--- src/rtl/anfp_pkg.sv ---
// ----------------------------------------------------------------------------
// anfp_pkg: shared types and constants of the AVC NAL FU-A packetizer
// Parse phases, queue entry layout, output beat codes, FU-A header constants.
// ----------------------------------------------------------------------------
package anfp_pkg;

	// configuration register indexes
	localparam int CFG_IDX_W = 1;
	localparam logic [CFG_IDX_W-1:0] CFG_LENGTH_FIELD_BYTES = 1'b0;
	localparam logic [CFG_IDX_W-1:0] CFG_MTU_BYTES          = 1'b1;

	localparam logic [2:0]  LFB_RESET = 3'd4;
	localparam logic [15:0] MTU_RESET = 16'd1400;
	localparam logic [15:0] MTU_MIN   = 16'd3;

	// FU-A header fields
	localparam logic [7:0] NRI_MASK  = 8'he0;
	localparam logic [7:0] FUA_TYPE  = 8'd28;
	localparam logic [7:0] TYPE_MASK = 8'h1f;
	localparam int         FU_S_BIT  = 7;
	localparam int         FU_E_BIT  = 6;

	typedef enum logic [5:0] {
		PH_PREFIX = 6'b000001,
		PH_SKIP   = 6'b000010,
		PH_DROP   = 6'b000100,
		PH_SINGLE = 6'b001000,
		PH_FUHEAD = 6'b010000,
		PH_FUBODY = 6'b100000
	} phase_t;

	typedef enum logic [1:0] {
		BEAT_IND  = 2'd0,
		BEAT_HDR  = 2'd1,
		BEAT_DATA = 2'd2
	} beat_t;

	// one request from the front to the back: a payload byte, optionally
	// preceded by the FU-A indicator and header bytes
	typedef struct packed {
		logic       with_hdr;
		logic [7:0] ind;
		logic [7:0] hdr;
		logic [7:0] data;
		logic       first;
		logic       last;
		logic       mark;
		logic       trunc;
	} entry_t;

	function automatic logic [2:0] clamp_lfb(input logic [2:0] v);
		logic [2:0] r;
		r = v;
		if (v == 3'd0)
			r = 3'd1;
		else if (v inside {[3'd5:3'd7]})
			r = 3'd4;
		return r;
	endfunction

	function automatic logic [15:0] clamp_mtu(input logic [15:0] v);
		return (v < MTU_MIN) ? MTU_MIN : v;
	endfunction

endpackage

--- src/rtl/anfp_front.sv ---
// ----------------------------------------------------------------------------
// anfp_front: length prefix parser and packet classifier
// Tracks the NAL state per accepted byte and pushes one request per byte
// that produces output.
// ----------------------------------------------------------------------------
module anfp_front #(
	parameter int BUFFER_LENGTH_BITS = 24
) (
	input  logic                          clk,
	input  logic                          arst_n,
	input  logic                          accept,
	input  logic [7:0]                    data_byte,
	input  logic [BUFFER_LENGTH_BITS-1:0] buffer_length,
	input  logic                          last_of_buffer,
	input  logic [2:0]                    lfb,
	input  logic [15:0]                   mtu,
	input  logic [15:0]                   cap,
	output logic                          push,
	output anfp_pkg::entry_t              entry
);

	localparam int NW = BUFFER_LENGTH_BITS;

	anfp_pkg::phase_t phase_q, phase_d;
	logic [31:0]   acc_q, acc_d;
	logic [2:0]    seen_q, seen_d;
	logic [NW-1:0] nal_left_q, nal_left_d;
	logic [15:0]   frag_q, frag_d;
	logic [7:0]    ind_q, ind_d;
	logic [4:0]    type_q, type_d;
	logic          first_pend_q, first_pend_d;

	logic [31:0]   acc_nxt;
	logic [2:0]    seen_inc;
	logic [NW-1:0] cap_ext, fl_wide;
	logic [15:0]   frag_cur;
	logic          frag_zero, nal_done, fend, trunc, last_c, push_c;

	always_comb begin
		acc_nxt   = {acc_q[23:0], data_byte};
		seen_inc  = seen_q + 3'd1;
		cap_ext   = NW'(cap);
		fl_wide   = (nal_left_q < cap_ext) ? nal_left_q : cap_ext;
		frag_zero = (frag_q == 16'd0);
		frag_cur  = frag_zero ? fl_wide[15:0] : frag_q;
		nal_done  = (nal_left_q == NW'(1));
		fend      = (frag_cur == 16'd1);
		trunc     = last_of_buffer && !nal_done;
		last_c    = 1'b0;

		phase_d      = phase_q;
		acc_d        = acc_q;
		seen_d       = seen_q;
		nal_left_d   = nal_left_q;
		frag_d       = frag_q;
		ind_d        = ind_q;
		type_d       = type_q;
		first_pend_d = first_pend_q;
		push_c       = 1'b0;
		entry        = '0;

		case (phase_q)
			anfp_pkg::PH_SKIP: begin
				phase_d = anfp_pkg::PH_PREFIX;
				acc_d   = '0;
				seen_d  = '0;
			end
			anfp_pkg::PH_DROP: begin
			end
			anfp_pkg::PH_SINGLE: begin
				last_c       = nal_done || last_of_buffer;
				first_pend_d = 1'b0;
				nal_left_d   = nal_left_q - NW'(1);
				push_c       = 1'b1;
				entry.data   = data_byte;
				entry.first  = first_pend_q;
				entry.last   = last_c;
				entry.mark   = last_c;
				entry.trunc  = trunc;
				if (nal_done) begin
					phase_d = anfp_pkg::PH_PREFIX;
					acc_d   = '0;
					seen_d  = '0;
				end
			end
			anfp_pkg::PH_FUHEAD: begin
				ind_d        = (data_byte & anfp_pkg::NRI_MASK) | anfp_pkg::FUA_TYPE;
				type_d       = 5'(data_byte & anfp_pkg::TYPE_MASK);
				nal_left_d   = nal_left_q - NW'(1);
				frag_d       = '0;
				first_pend_d = 1'b1;
				phase_d      = anfp_pkg::PH_FUBODY;
			end
			anfp_pkg::PH_FUBODY: begin
				last_c         = fend || last_of_buffer;
				push_c         = 1'b1;
				entry.with_hdr = frag_zero;
				entry.ind      = ind_q;
				entry.hdr      = {3'b000, type_q};
				entry.hdr[anfp_pkg::FU_S_BIT] = first_pend_q;
				entry.hdr[anfp_pkg::FU_E_BIT] = (fl_wide == nal_left_q);
				entry.data     = data_byte;
				entry.last     = last_c;
				entry.mark     = last_c && (nal_done || trunc);
				entry.trunc    = trunc;
				if (frag_zero)
					first_pend_d = 1'b0;
				frag_d     = frag_cur - 16'd1;
				nal_left_d = nal_left_q - NW'(1);
				if (nal_done) begin
					phase_d = anfp_pkg::PH_PREFIX;
					acc_d   = '0;
					seen_d  = '0;
				end
			end
			default: begin
				// prefix byte; undefined codes land here too
				phase_d = anfp_pkg::PH_PREFIX;
				if (seen_inc >= lfb) begin
					acc_d  = '0;
					seen_d = '0;
					if (acc_nxt == 32'd1) begin
						phase_d = anfp_pkg::PH_SKIP;
					end else if (acc_nxt == 32'd0 ||
						{1'b0, acc_nxt} > 33'(buffer_length)) begin
						phase_d = anfp_pkg::PH_DROP;
					end else if (acc_nxt <= {16'd0, mtu}) begin
						nal_left_d   = NW'(acc_nxt);
						first_pend_d = 1'b1;
						phase_d      = anfp_pkg::PH_SINGLE;
					end else begin
						nal_left_d = NW'(acc_nxt);
						phase_d    = anfp_pkg::PH_FUHEAD;
					end
				end else begin
					acc_d  = acc_nxt;
					seen_d = seen_inc;
				end
			end
		endcase

		// end of buffer always returns to prefix parsing
		if (last_of_buffer) begin
			phase_d = anfp_pkg::PH_PREFIX;
			acc_d   = '0;
			seen_d  = '0;
		end
	end

	assign push = accept && push_c;

	always_ff @(posedge clk or negedge arst_n) begin
		if (!arst_n) begin
			phase_q      <= anfp_pkg::PH_PREFIX;
			acc_q        <= '0;
			seen_q       <= '0;
			nal_left_q   <= '0;
			frag_q       <= '0;
			ind_q        <= '0;
			type_q       <= '0;
			first_pend_q <= 1'b0;
		end else if (accept) begin
			phase_q      <= phase_d;
			acc_q        <= acc_d;
			seen_q       <= seen_d;
			nal_left_q   <= nal_left_d;
			frag_q       <= frag_d;
			ind_q        <= ind_d;
			type_q       <= type_d;
			first_pend_q <= first_pend_d;
		end
	end

`ifndef ASSERT_OFF
	a_open_nal_nonempty: assert property (@(posedge clk) disable iff (!arst_n)
		(phase_q == anfp_pkg::PH_SINGLE || phase_q == anfp_pkg::PH_FUBODY)
		|-> nal_left_q != '0)
		else $error("open NAL with no bytes left");
`endif

endmodule

--- src/rtl/anfp_fifo.sv ---
// ----------------------------------------------------------------------------
// anfp_fifo: request queue between front and back
// Small register file queue; push and pop may happen in the same cycle.
// ----------------------------------------------------------------------------
module anfp_fifo #(
	parameter int DEPTH = 4
) (
	input  logic             clk,
	input  logic             arst_n,
	input  logic             push,
	input  anfp_pkg::entry_t wr_entry,
	input  logic             pop,
	output anfp_pkg::entry_t rd_entry,
	output logic             full,
	output logic             empty
);

	localparam int PTR_W = (DEPTH > 1) ? $clog2(DEPTH) : 1;
	localparam int CNT_W = $clog2(DEPTH + 1);

	anfp_pkg::entry_t mem_q [DEPTH];
	logic [PTR_W-1:0] wr_ptr_q, rd_ptr_q;
	logic [CNT_W-1:0] count_q;

	assign full     = (count_q == CNT_W'(DEPTH));
	assign empty    = (count_q == '0);
	assign rd_entry = mem_q[rd_ptr_q];

	always_ff @(posedge clk) begin
		if (push)
			mem_q[wr_ptr_q] <= wr_entry;
	end

	always_ff @(posedge clk or negedge arst_n) begin
		if (!arst_n) begin
			wr_ptr_q <= '0;
			rd_ptr_q <= '0;
			count_q  <= '0;
		end else begin
			if (push)
				wr_ptr_q <= (wr_ptr_q == PTR_W'(DEPTH - 1)) ? '0 : wr_ptr_q + PTR_W'(1);
			if (pop)
				rd_ptr_q <= (rd_ptr_q == PTR_W'(DEPTH - 1)) ? '0 : rd_ptr_q + PTR_W'(1);
			if (push && !pop)
				count_q <= count_q + CNT_W'(1);
			else if (pop && !push)
				count_q <= count_q - CNT_W'(1);
		end
	end

`ifndef ASSERT_OFF
	a_no_overflow: assert property (@(posedge clk) disable iff (!arst_n)
		push |-> !full)
		else $error("queue overflow");
	a_no_underflow: assert property (@(posedge clk) disable iff (!arst_n)
		pop |-> !empty)
		else $error("queue underflow");
`endif

endmodule

--- src/rtl/anfp_back.sv ---
// ----------------------------------------------------------------------------
// anfp_back: output sequencer
// Holds one request in an output register and plays it out as one or three
// result beats (indicator, header, payload).
// ----------------------------------------------------------------------------
module anfp_back (
	input  logic             clk,
	input  logic             arst_n,
	input  anfp_pkg::entry_t head,
	input  logic             q_empty,
	output logic             pop,
	output logic             out_valid,
	input  logic             out_stall,
	output logic [7:0]       packet_byte,
	output logic             packet_first,
	output logic             packet_last,
	output logic             marker_bit,
	output logic             truncated,
	output logic             run_last
);

	anfp_pkg::entry_t cur_q;
	anfp_pkg::beat_t  beat_q;
	logic             busy_q;
	logic             step, done_beat;

	assign step      = busy_q && !out_stall;
	assign done_beat = step && (beat_q == anfp_pkg::BEAT_DATA);
	assign pop       = (!busy_q || done_beat) && !q_empty;
	assign out_valid = busy_q;

	always_comb begin
		packet_byte  = cur_q.data;
		packet_first = cur_q.first;
		packet_last  = cur_q.last;
		marker_bit   = cur_q.mark;
		truncated    = cur_q.trunc;
		run_last     = 1'b1;
		case (beat_q)
			anfp_pkg::BEAT_IND: begin
				packet_byte  = cur_q.ind;
				packet_first = 1'b1;
				packet_last  = 1'b0;
				marker_bit   = 1'b0;
				truncated    = 1'b0;
				run_last     = 1'b0;
			end
			anfp_pkg::BEAT_HDR: begin
				packet_byte  = cur_q.hdr;
				packet_first = 1'b0;
				packet_last  = 1'b0;
				marker_bit   = 1'b0;
				truncated    = 1'b0;
				run_last     = 1'b0;
			end
			default: begin
			end
		endcase
	end

	always_ff @(posedge clk) begin
		if (pop)
			cur_q <= head;
	end

	always_ff @(posedge clk or negedge arst_n) begin
		if (!arst_n) begin
			busy_q <= 1'b0;
			beat_q <= anfp_pkg::BEAT_DATA;
		end else if (pop) begin
			busy_q <= 1'b1;
			beat_q <= head.with_hdr ? anfp_pkg::BEAT_IND : anfp_pkg::BEAT_DATA;
		end else if (done_beat) begin
			busy_q <= 1'b0;
		end else if (step) begin
			beat_q <= (beat_q == anfp_pkg::BEAT_IND) ? anfp_pkg::BEAT_HDR
				: anfp_pkg::BEAT_DATA;
		end
	end

`ifndef ASSERT_OFF
	a_hdr_beats_only_with_hdr: assert property (@(posedge clk) disable iff (!arst_n)
		(busy_q && beat_q != anfp_pkg::BEAT_DATA) |-> cur_q.with_hdr)
		else $error("header beat on a request without FU-A header");
	a_hdr_follows_ind: assert property (@(posedge clk) disable iff (!arst_n)
		(busy_q && beat_q == anfp_pkg::BEAT_IND && !out_stall)
		|=> (busy_q && beat_q == anfp_pkg::BEAT_HDR))
		else $error("FU-A header beat lost after indicator");
`endif

endmodule

--- src/rtl/avc_nal_fua_packetizer_unit.sv ---
// ----------------------------------------------------------------------------
// avc_nal_fua_packetizer_unit: H.264 AVC NAL to RTP FU-A packetizer
// Front parser, request queue and output sequencer.
// ----------------------------------------------------------------------------
// Usage:
//   Input channel (in_valid/in_stall): one byte of a length-prefixed buffer per
//   request, with the buffer length and an end-of-buffer flag.
//   Output channel (out_valid/out_stall): one packet byte per request, with
//   first/last flags, the RTP marker, a truncation flag and run_last marking
//   the final result caused by one input byte.
//   Configuration (cfg_we/cfg_index/cfg_wdata): write only while idle.
// Timing:
//   One input byte per cycle while in_stall is low; a byte that yields output
//   passes the request queue into the output register. The output sequencer
//   emits one result a cycle while out_stall is low; a byte that opens an FU-A
//   fragment yields three results, so the output side sets the sustained rate:
//   MTU results per MTU-2 payload bytes of a fragmented NAL. The request queue
//   (QUEUE_DEPTH entries) absorbs that burst; in_stall rises only while full.
// Reset: registers return to their defaults (4-byte prefix, MTU 1400) and the
// parser waits for a length prefix. A stalled output holds its result; input
// keeps flowing until the queue fills.
// ----------------------------------------------------------------------------
module avc_nal_fua_packetizer_unit #(
	parameter int BUFFER_LENGTH_BITS = 24,
	parameter int QUEUE_DEPTH        = 4
) (
	input  logic                              clk,
	input  logic                              arst_n,

	// configuration write port
	input  logic                              cfg_we,
	input  logic [anfp_pkg::CFG_IDX_W-1:0]    cfg_index,
	input  logic [15:0]                       cfg_wdata,

	// input bytes
	input  logic                              in_valid,
	output logic                              in_stall,
	input  logic [7:0]                        data_byte,
	input  logic [BUFFER_LENGTH_BITS-1:0]     buffer_length,
	input  logic                              last_of_buffer,

	// packet bytes
	output logic                              out_valid,
	input  logic                              out_stall,
	output logic [7:0]                        packet_byte,
	output logic                              packet_first,
	output logic                              packet_last,
	output logic                              marker_bit,
	output logic                              truncated,
	output logic                              run_last
);

	// configuration, stored already clamped to its legal range
	logic [2:0]  lfb_q;
	logic [15:0] mtu_q;
	logic [15:0] cap_q;    // largest FU-A payload: MTU minus indicator and header

	logic             accept;
	logic             push, pop, q_full, q_empty;
	anfp_pkg::entry_t push_entry, head_entry;

	always_ff @(posedge clk or negedge arst_n) begin
		if (!arst_n) begin
			lfb_q <= anfp_pkg::LFB_RESET;
			mtu_q <= anfp_pkg::MTU_RESET;
			cap_q <= anfp_pkg::MTU_RESET - 16'd2;
		end else if (cfg_we) begin
			case (cfg_index)
				anfp_pkg::CFG_LENGTH_FIELD_BYTES: begin
					lfb_q <= anfp_pkg::clamp_lfb(cfg_wdata[2:0]);
				end
				anfp_pkg::CFG_MTU_BYTES: begin
					mtu_q <= anfp_pkg::clamp_mtu(cfg_wdata);
					cap_q <= anfp_pkg::clamp_mtu(cfg_wdata) - 16'd2;
				end
				default: begin
				end
			endcase
		end
	end

	// the front takes a byte whenever the queue has room
	assign in_stall = q_full;
	assign accept   = in_valid && !q_full;

	anfp_front #(
		.BUFFER_LENGTH_BITS(BUFFER_LENGTH_BITS)
	) u_front (
		.clk            (clk),
		.arst_n         (arst_n),
		.accept         (accept),
		.data_byte      (data_byte),
		.buffer_length  (buffer_length),
		.last_of_buffer (last_of_buffer),
		.lfb            (lfb_q),
		.mtu            (mtu_q),
		.cap            (cap_q),
		.push           (push),
		.entry          (push_entry)
	);

	anfp_fifo #(
		.DEPTH(QUEUE_DEPTH)
	) u_fifo (
		.clk      (clk),
		.arst_n   (arst_n),
		.push     (push),
		.wr_entry (push_entry),
		.pop      (pop),
		.rd_entry (head_entry),
		.full     (q_full),
		.empty    (q_empty)
	);

	anfp_back u_back (
		.clk          (clk),
		.arst_n       (arst_n),
		.head         (head_entry),
		.q_empty      (q_empty),
		.pop          (pop),
		.out_valid    (out_valid),
		.out_stall    (out_stall),
		.packet_byte  (packet_byte),
		.packet_first (packet_first),
		.packet_last  (packet_last),
		.marker_bit   (marker_bit),
		.truncated    (truncated),
		.run_last     (run_last)
	);

endmodule

--- config.mk ---
export PLATFORM = sky130hd
export DESIGN_NAME = avc_nal_fua_packetizer_unit
export DESIGN_NICKNAME = d
export VERILOG_FILES = /design/src/rtl/anfp_pkg.sv /design/src/rtl/anfp_front.sv /design/src/rtl/anfp_fifo.sv /design/src/rtl/anfp_back.sv /design/src/rtl/avc_nal_fua_packetizer_unit.sv
export SDC_FILE = /design/constraint.sdc
export NUM_CORES = 1
export LEC_CHECK = 0
export BUFFER_PORTS_ARGS = -buffer_cell sky130_fd_sc_hd__buf_4
export CAP_MARGIN = 10
export CORE_MARGIN = 10
export CORE_UTILIZATION = 56
export CTS_CLUSTER_SIZE = 24
export DETAILED_ROUTE_END_ITERATION = 12
export PLACE_DENSITY = 0.87
export RECOVER_POWER = 100
export SYNTH_ARGS = -nofsm -noshare
export SYNTH_HDL_FRONTEND = slang
export SYNTH_HIERARCHICAL = 1
export SYNTH_SLANG_ARGS = --single-unit
--- constraint.sdc ---
create_clock -name clk -period 4 [get_ports clk]
set_clock_uncertainty 0.05 [all_clocks]
set_input_delay 0.2 -clock clk [delete_from_list [all_inputs] [get_ports clk]]
set_output_delay 0.2 -clock clk [all_outputs]
set_load 0.02 [all_outputs]
==> results of run 1 <==
## routing by layer
| layer | wire (µm) | GRT usage (%) | vias to the layer above |
|---|---|---|---|
| li1 | - | - | 4831 |
| met1 | 14400 | 28.5 | 5215 |
| met2 | 18300 | 39.5 | 561 |
| met3 | 2880 | 3.81 | 103 |
| met4 | 1400 | 7.65 | 0 |
| met5 | 0 | 0 | - |
## flip-flops by register name (all words and copies together) (netlist names), 4 cells and up
name                count
cap_q                  15
mtu_q                  16
u_back/cur_q           28
u_front/phase_q         6
u_front/type_q          5
u_front/nal_left_q     24
u_fifo/mem_q          116
u_front/frag_q         16
u_front/acc_q          24
u_front/ind_q           4
## worst min-delay path, delay by kind of cell
family	cells	cell delay (ns)
AO/OA/AOI/OAI	1	0.09
buffers and inverters	2	0.26
## power groups by stage
stage / sequential, mW / clock, mW / combinational, mW
2_1_floorplan: 4.01 / 0 / 2.84
3_3_place_gp: 4.29 / 0 / 3.81
3_5_place_dp: 4.33 / 0 / 3.97
4_1_cts: 4.28 / 2.62 / 4.07
5_1_grt: 4.36 / 2.73 / 4.48
6_report: 4.30 / 2.59 / 4.10
## layout by cell type (no fill, tap or decap), types with 30 or more instances in the layout
| cell type | n |
|---|---|
| nand2_1 | 114 |
| edfxtp_1 | 144 |
| buf_4 | 92 |
| inv_1 | 75 |
| nand3_1 | 37 |
| o21ai_0 | 83 |
| nor2_1 | 57 |
| a21oi_1 | 67 |
| dfrtp_1 | 111 |
| ha_1 | 70 |
| clkbuf_1 | 30 |
| a22o_1 | 32 |
## final timing paths
check                                startpoint                             to  cells after the start
setup / recovery           cap_q[1]$_DFFE_PN1P_   u_fifo/mem_q[2][1]$_DFFE_PP_                     13
hold / removal                     cfg_wdata[1]           lfb_q[1]$_DFFE_PN0P_                      3
setup reg to reg           cap_q[1]$_DFFE_PN1P_   u_fifo/mem_q[2][1]$_DFFE_PP_                     13
hold reg to reg            mtu_q[4]$_DFFE_PN1P_           mtu_q[4]$_DFFE_PN1P_                      2
max in group asynchronous                arst_n  u_front/acc_q[11]$_DFFE_PN0P_                      3
min in group asynchronous                arst_n   u_back/beat_q[0]$_DFFE_PN0P_                      2
## repair_timing
item / 4_1_cts / 5_1_grt
endpoints found under the setup margin: 10 / 14
gates cloned: 0 / 1
buffers inserted: 0 / 2
hold buffers: 25 / 0
endpoints found under the hold margin: 99 / 0
pin swaps: 0 / 8
resized for setup: 3 / 10
## cell type report
class | count | area, µm²
diodes | 1 | 2.50
clock buffers | 33 | 691
clock inverters | 14 | 210
fillers | 1823 | 8650
inverters | 75 | 282
multi-input cells | 827 | 6060
flip-flops and latches | 271 | 7520
well taps | 330 | 413
repair buffers | 154 | 1130
## cells by family after synthesis
logic type | Yosys count
compound gates | 283
xor+xnor | 33
fa+ha+maj | 71
buf+inv | 135
flops | 271
mux | 61
other cells | 1
simple gates | 376
## stage by stage
step / hold WS [ns] / instances / setup slack (ns) / total power [mW] / setup TNS, ns
floorplan: -0.146 / 1233 / 0.00468 / 6.85 / 0
global placement: 0.282 / 1627 / 0.0313 / 8.10 / 0
detailed placement: 0.296 / 1627 / -0.0701 / 8.29 / -0.268
CTS: 0.00121 / 1699 / -0.00264 / 11.0 / -0.00264
global route: 0.0211 / 1704 / -0.0118 / 11.6 / -0.0149
finish: 0.0168 / 1705 / 0.129 / 11.0 / 0
==> results_dict.tcl, run 1 <==
set metrics [dict create \
    synth_compound_area_share_pct 13.1 \
    tightest_slew_ns 1.90 \
    die_area_mm2 0.0319 \
    max_freq_mhz 258 \
    drt.antenna.violating_nets 0 \
    vias 10710 \
    cp-start-kind "flop" \
    setup_viol 0 \
    ios 70 \
    min_period_over_period_pct 96.8 \
    p_clk_share_pct 23.6 \
    clock-sinks 271 \
    coreArea_mm2 0.0250 \
    numCtsBuffers 26 \
    routedWlPerCell_um 21.7 \
    die_x_um 179 \
    firstDrtPassIters 6 \
    critPathCaptureType "flop" \
    routed_via_density 6.28 \
    yosys.area.top_type "edfxtp_1" \
    final_hold_viol_count 0 \
    ctsLongestPathBuffers 3 \
    p_int_mw 6.87 \
    worst-path-buf-inv 4 \
    synth.area.top_cells "edfxtp_1, dfrtp_1, ha_1, mux4_2, nand2_1" \
    cp_top_family "simple AND/OR/NAND/NOR gates" \
    p_per_area_mw_per_mm2 673 \
    drtIter0Drc 1109 \
    clock_latency_ns 0.54 \
    portBuffers 69 \
    comb_power_share_pct 37.3 \
    slew_headroom_pct -26.9 \
    power.leakage_nw 6.70 \
    grtUsageTotal_pct 22.8 \
    synth_warnings 6 \
    postSynthCellCount 1231 \
    ys_ff_latch 271 \
    violations "capacitance limit, slew limit" \
    cts-htree-levels 1 \
    drv_cap 5 \
    crit_fanout 4 \
    ir_worst_vdd_mv 0.529 \
    drcViolationCount 0 \
    wl_um 37000 \
    final_core_utilization_pct 65.4 \
    crit_top_cell "buf_4" \
    grt_pass1_wl_um 58000 \
    synth_sequential_area_ratio_pct 53.3 \
    drive_gt1_share_pct 17.2 \
    synth_flop_cell "edfxtp_1" \
    dpl.hpwl_um 24700 \
    syn_area_mm2 0.0141 \
    power.switching_mw 4.11 \
    grt_pass1_vias 10730 \
    grt_overflow_total 0 \
    ctsRootBufferMaster "clkbuf_16" \
    yosysTopAreaCellShare_pct 30.7 \
    yosysMostFrequentCell "edfxtp_1" \
    required_ns 4.32 \
    antenna_found_initial 1 \
    synth_fa_ha_area_share_pct 6.35 \
    die_h_um 179 \
    maxSlewViolCount 196 \
    synth_edf_count 144 \
    slowest_stage "dfstp_2" \
    place_congestion 1.00 \
    yosys.cell_types.count 80 \
    fin_area_mm2 0.0163 \
    area_delta_synth_final_pct 15.7 \
    post_dp_cell_area_mm2 0.0152 \
    muxShareOfSynthArea_pct 7.08 \
    grt_max_degree 66 \
    cp_slowest_stage_delay_ns 0.57 \
    start_util_pct 56.5 \
    synthTopCellsByCount "edfxtp_1, nand2_1, dfrtp_1" \
    nets 1481 \
    power_switching_share_pct 37.5 \
    yosys.area_share.simple_pct 14.1 \
    clkSlewWorstSetupHoldPaths_ns 0.06 \
    hold_path_class "in -> reg" \
    synthArstFlopShare_pct 46.9 \
    arrival_ns 4.19 \
    synth-xor-area-share_pct 2.05 \
    crit_type "reg -> reg" \
    synth_top_family_by_area "simple AND/OR/NAND/NOR gates" \
    regToRegSetupSlack_ns 0.13 \
    num_rows 58 \
    pwr-share-seq_pct 39.1 \
    syn_area_per_cell_um2 11.5 \
    period_needed_ns 3.87 \
    outcome "complete, but fails checks" \
    cp_cell_sequence "inv_1 -> ha_1 -> a2111oi_1 -> nor3_1 -> buf_4 -> nor4_4 -> buf_4 -> mux2_2 -> a21oi_1 -> nand4_1 -> nor4_4 -> buf_4 -> o31a_1" \
    cts_tree "built" \
]
(Power assumes the default switching activity.)
==> inputs of run 2 (changes only) <==
- CTS_BUF_LIST: unset -> sky130_fd_sc_hd__clkbuf_16
- SKIP_LAST_GASP: unset -> 1
- SLEW_MARGIN: unset -> 20
==> results_dict.tcl, run 2 (same netlist as run 1, synthesis figures left out) <==
set metrics [dict create \
    min_period_over_period_pct 97.2 \
    mostFrequentLayoutCell "edfxtp_1" \
    grtUsageTotal_pct 22.6 \
    grt_pass1_wl_um 57600 \
    routed_via_density 6.21 \
    clkSlewWorstSetupHoldPaths_ns 0.06 \
    hold_path_class "in -> reg" \
    ir_worst_vdd_mv 0.506 \
    tightest_slew_ns 1.93 \
    top_register "u_fifo/mem_q" \
    maxSlewViolCount 196 \
    cp_slowest_stage_delay_ns 0.53 \
    drive_gt1_share_pct 16.5 \
    cp_cell_sequence "or4_4 -> or4_4 -> a211o_1 -> buf_4 -> nor4_4 -> buf_4 -> mux2_2 -> a21oi_1 -> nand4_1 -> nor4_2 -> buf_4 -> o31a_1" \
    num_rows 58 \
    cp-start-kind "flop" \
    max_freq_mhz 257 \
    area_delta_synth_final_pct 14.8 \
    power.leakage_nw 6.67 \
    fill_cells 1851 \
    cp_top_family "simple AND/OR/NAND/NOR gates" \
    ctsRootBufferMaster "clkbuf_16" \
    period_needed_ns 3.89 \
    drt.antenna.violating_nets 0 \
    clock-sinks 271 \
    crit_fanout 9 \
    ctsLongestPathBuffers 3 \
    largest_reg_flops 116 \
    critPathCaptureType "flop" \
    crit_top_cell "buf_4" \
    firstDrtPassIters 6 \
    routedWlPerCell_um 21.4 \
    final_hold_viol_count 0 \
    outcome "complete, but fails checks" \
    violations "capacitance limit, slew limit" \
    die_x_um 179 \
    final_cell_mix "edfxtp_1, nand2_1, dfrtp_1" \
    vias 10589 \
    grt_pass1_vias 10637 \
    coreArea_mm2 0.0250 \
    grt_max_degree 66 \
    placedCellCount 1627 \
    slowest_stage "or4_4" \
    worst-path-buf-inv 3 \
    antenna_found_initial 0 \
    p_per_area_mw_per_mm2 664 \
    final_core_utilization_pct 64.9 \
    numCtsBuffers 26 \
    wl_um 36400 \
    drcViolationCount 0 \
    dpl.hpwl_um 24800 \
    grt_overflow_total 0 \
    start_util_pct 56.5 \
    die_h_um 179 \
    required_ns 4.33 \
    drtIter0Drc 1138 \
    crit_type "reg -> reg" \
    cts-htree-levels 1 \
    setup_viol 0 \
    place_congestion 1.00 \
    nets 1480 \
    slew_headroom_pct -28.4 \
    cts_tree "built" \
    top_regs "u_fifo/mem_q (116), u_back/cur_q (28)" \
    drv_cap 5 \
    ios 70 \
    arrival_ns 4.22 \
    n_antenna_cell 0 \
    clock_latency_ns 0.53 \
    die_area_mm2 0.0319 \
    portBuffers 69 \
    final_cells 1704 \
]
==> run 2: changes by cell type in the layout (fill, tap and decap cells not counted), moves of 2 or more <==
cell       change
bufinv_16      -2
clkbuf_1       -5
clkbuf_4       -3
clkinv_1       +5
inv_1          +7
==> run 2: worst reg2reg max path, cell delays in order (launching register included) <==
cell     delay (ns)
dfrtp_1        0.38
or4_4          0.53
or4_4          0.45
a211o_1        0.25
buf_4          0.17
nor4_4         0.32
buf_4          0.19
mux2_2         0.33
a21oi_1        0.20
nand4_1        0.15
nor4_2         0.37
buf_4          0.18
o31a_1         0.16
==> run 2: per-layer routing <==
layer,GRT usage [%],vias to the layer above,share of wire (%),routed length (µm)
li1,-,4836,-,-
met1,29.0,5175,41,14900
met2,38.6,483,49,17900
met3,3.54,95,6.7,2440
met4,7.30,0,3.3,1200
met5,0,-,0,0
==> run 2: layout make-up <==
class / count / area, µm² / share of cell area [%]
repair buffers: 153 / 1100 / 6.80
multi-input cells: 827 / 6050 / 37.4
inverters: 75 / 282 / 1.74
well taps: 330 / 413 / 2.55
clock buffers: 26 / 651 / 4.02
flip-flops and latches: 271 / 7520 / 46.4
clock inverters: 22 / 178 / 1.10
==> run 2: timing repair <==
action,CTS,global route
endpoints found under the hold margin,97,0
pin swaps,0,7
hold buffers,26,0
gates cloned,0,0
setup endpoints to repair,9,14
buffers inserted,0,3
gates resized for setup,2,6
==> run 2: final timing paths <==
path                                                    start                             end  slack [ns]  cells past startpoint
max                        u_front/nal_left_q[19]$_DFFE_PN0P_    u_fifo/mem_q[3][1]$_DFFE_PP_        0.11                     12
min                                              data_byte[5]    u_front/acc_q[5]$_DFFE_PN0P_        0.03                      2
min reg2reg                              mtu_q[3]$_DFFE_PN1P_            mtu_q[3]$_DFFE_PN1P_        0.41                      2
min in group asynchronous                              arst_n    u_back/beat_q[0]$_DFFE_PN0P_        0.60                      2
max in group asynchronous                              arst_n  u_front/phase_q[1]$_DFFE_PN0P_        0.89                      3
max reg2reg                u_front/nal_left_q[19]$_DFFE_PN0P_    u_fifo/mem_q[3][1]$_DFFE_PP_        0.11                     12
==> run 2: report_power, final <==
| group | internal (mW) | total [mW] | switching (mW) |
|---|---|---|---|
| clock | 1.37 | 2.41 | 1.03 |
| sequential | 3.61 | 4.30 | 0.690 |
| combinational | 1.71 | 4.05 | 2.34 |
| total | 6.69 | 10.8 | 4.06 |
==> run 2: through the flow <==
step                      total power [mW]  hold slack, ns  worst slack (ns)  setup TNS, ns  area (µm²)
after floorplan                       6.85          -0.146           0.00468              0       14100
after global placement                8.10           0.282            0.0313              0       15200
after detailed placement              8.29           0.303           -0.0545         -0.205       15200
after CTS                             10.8         0.00536           -0.0174        -0.0174       16300
after global routing                  11.4          0.0260         -0.000220      -0.000220       16200
final                                 10.8          0.0342             0.113              0       16200
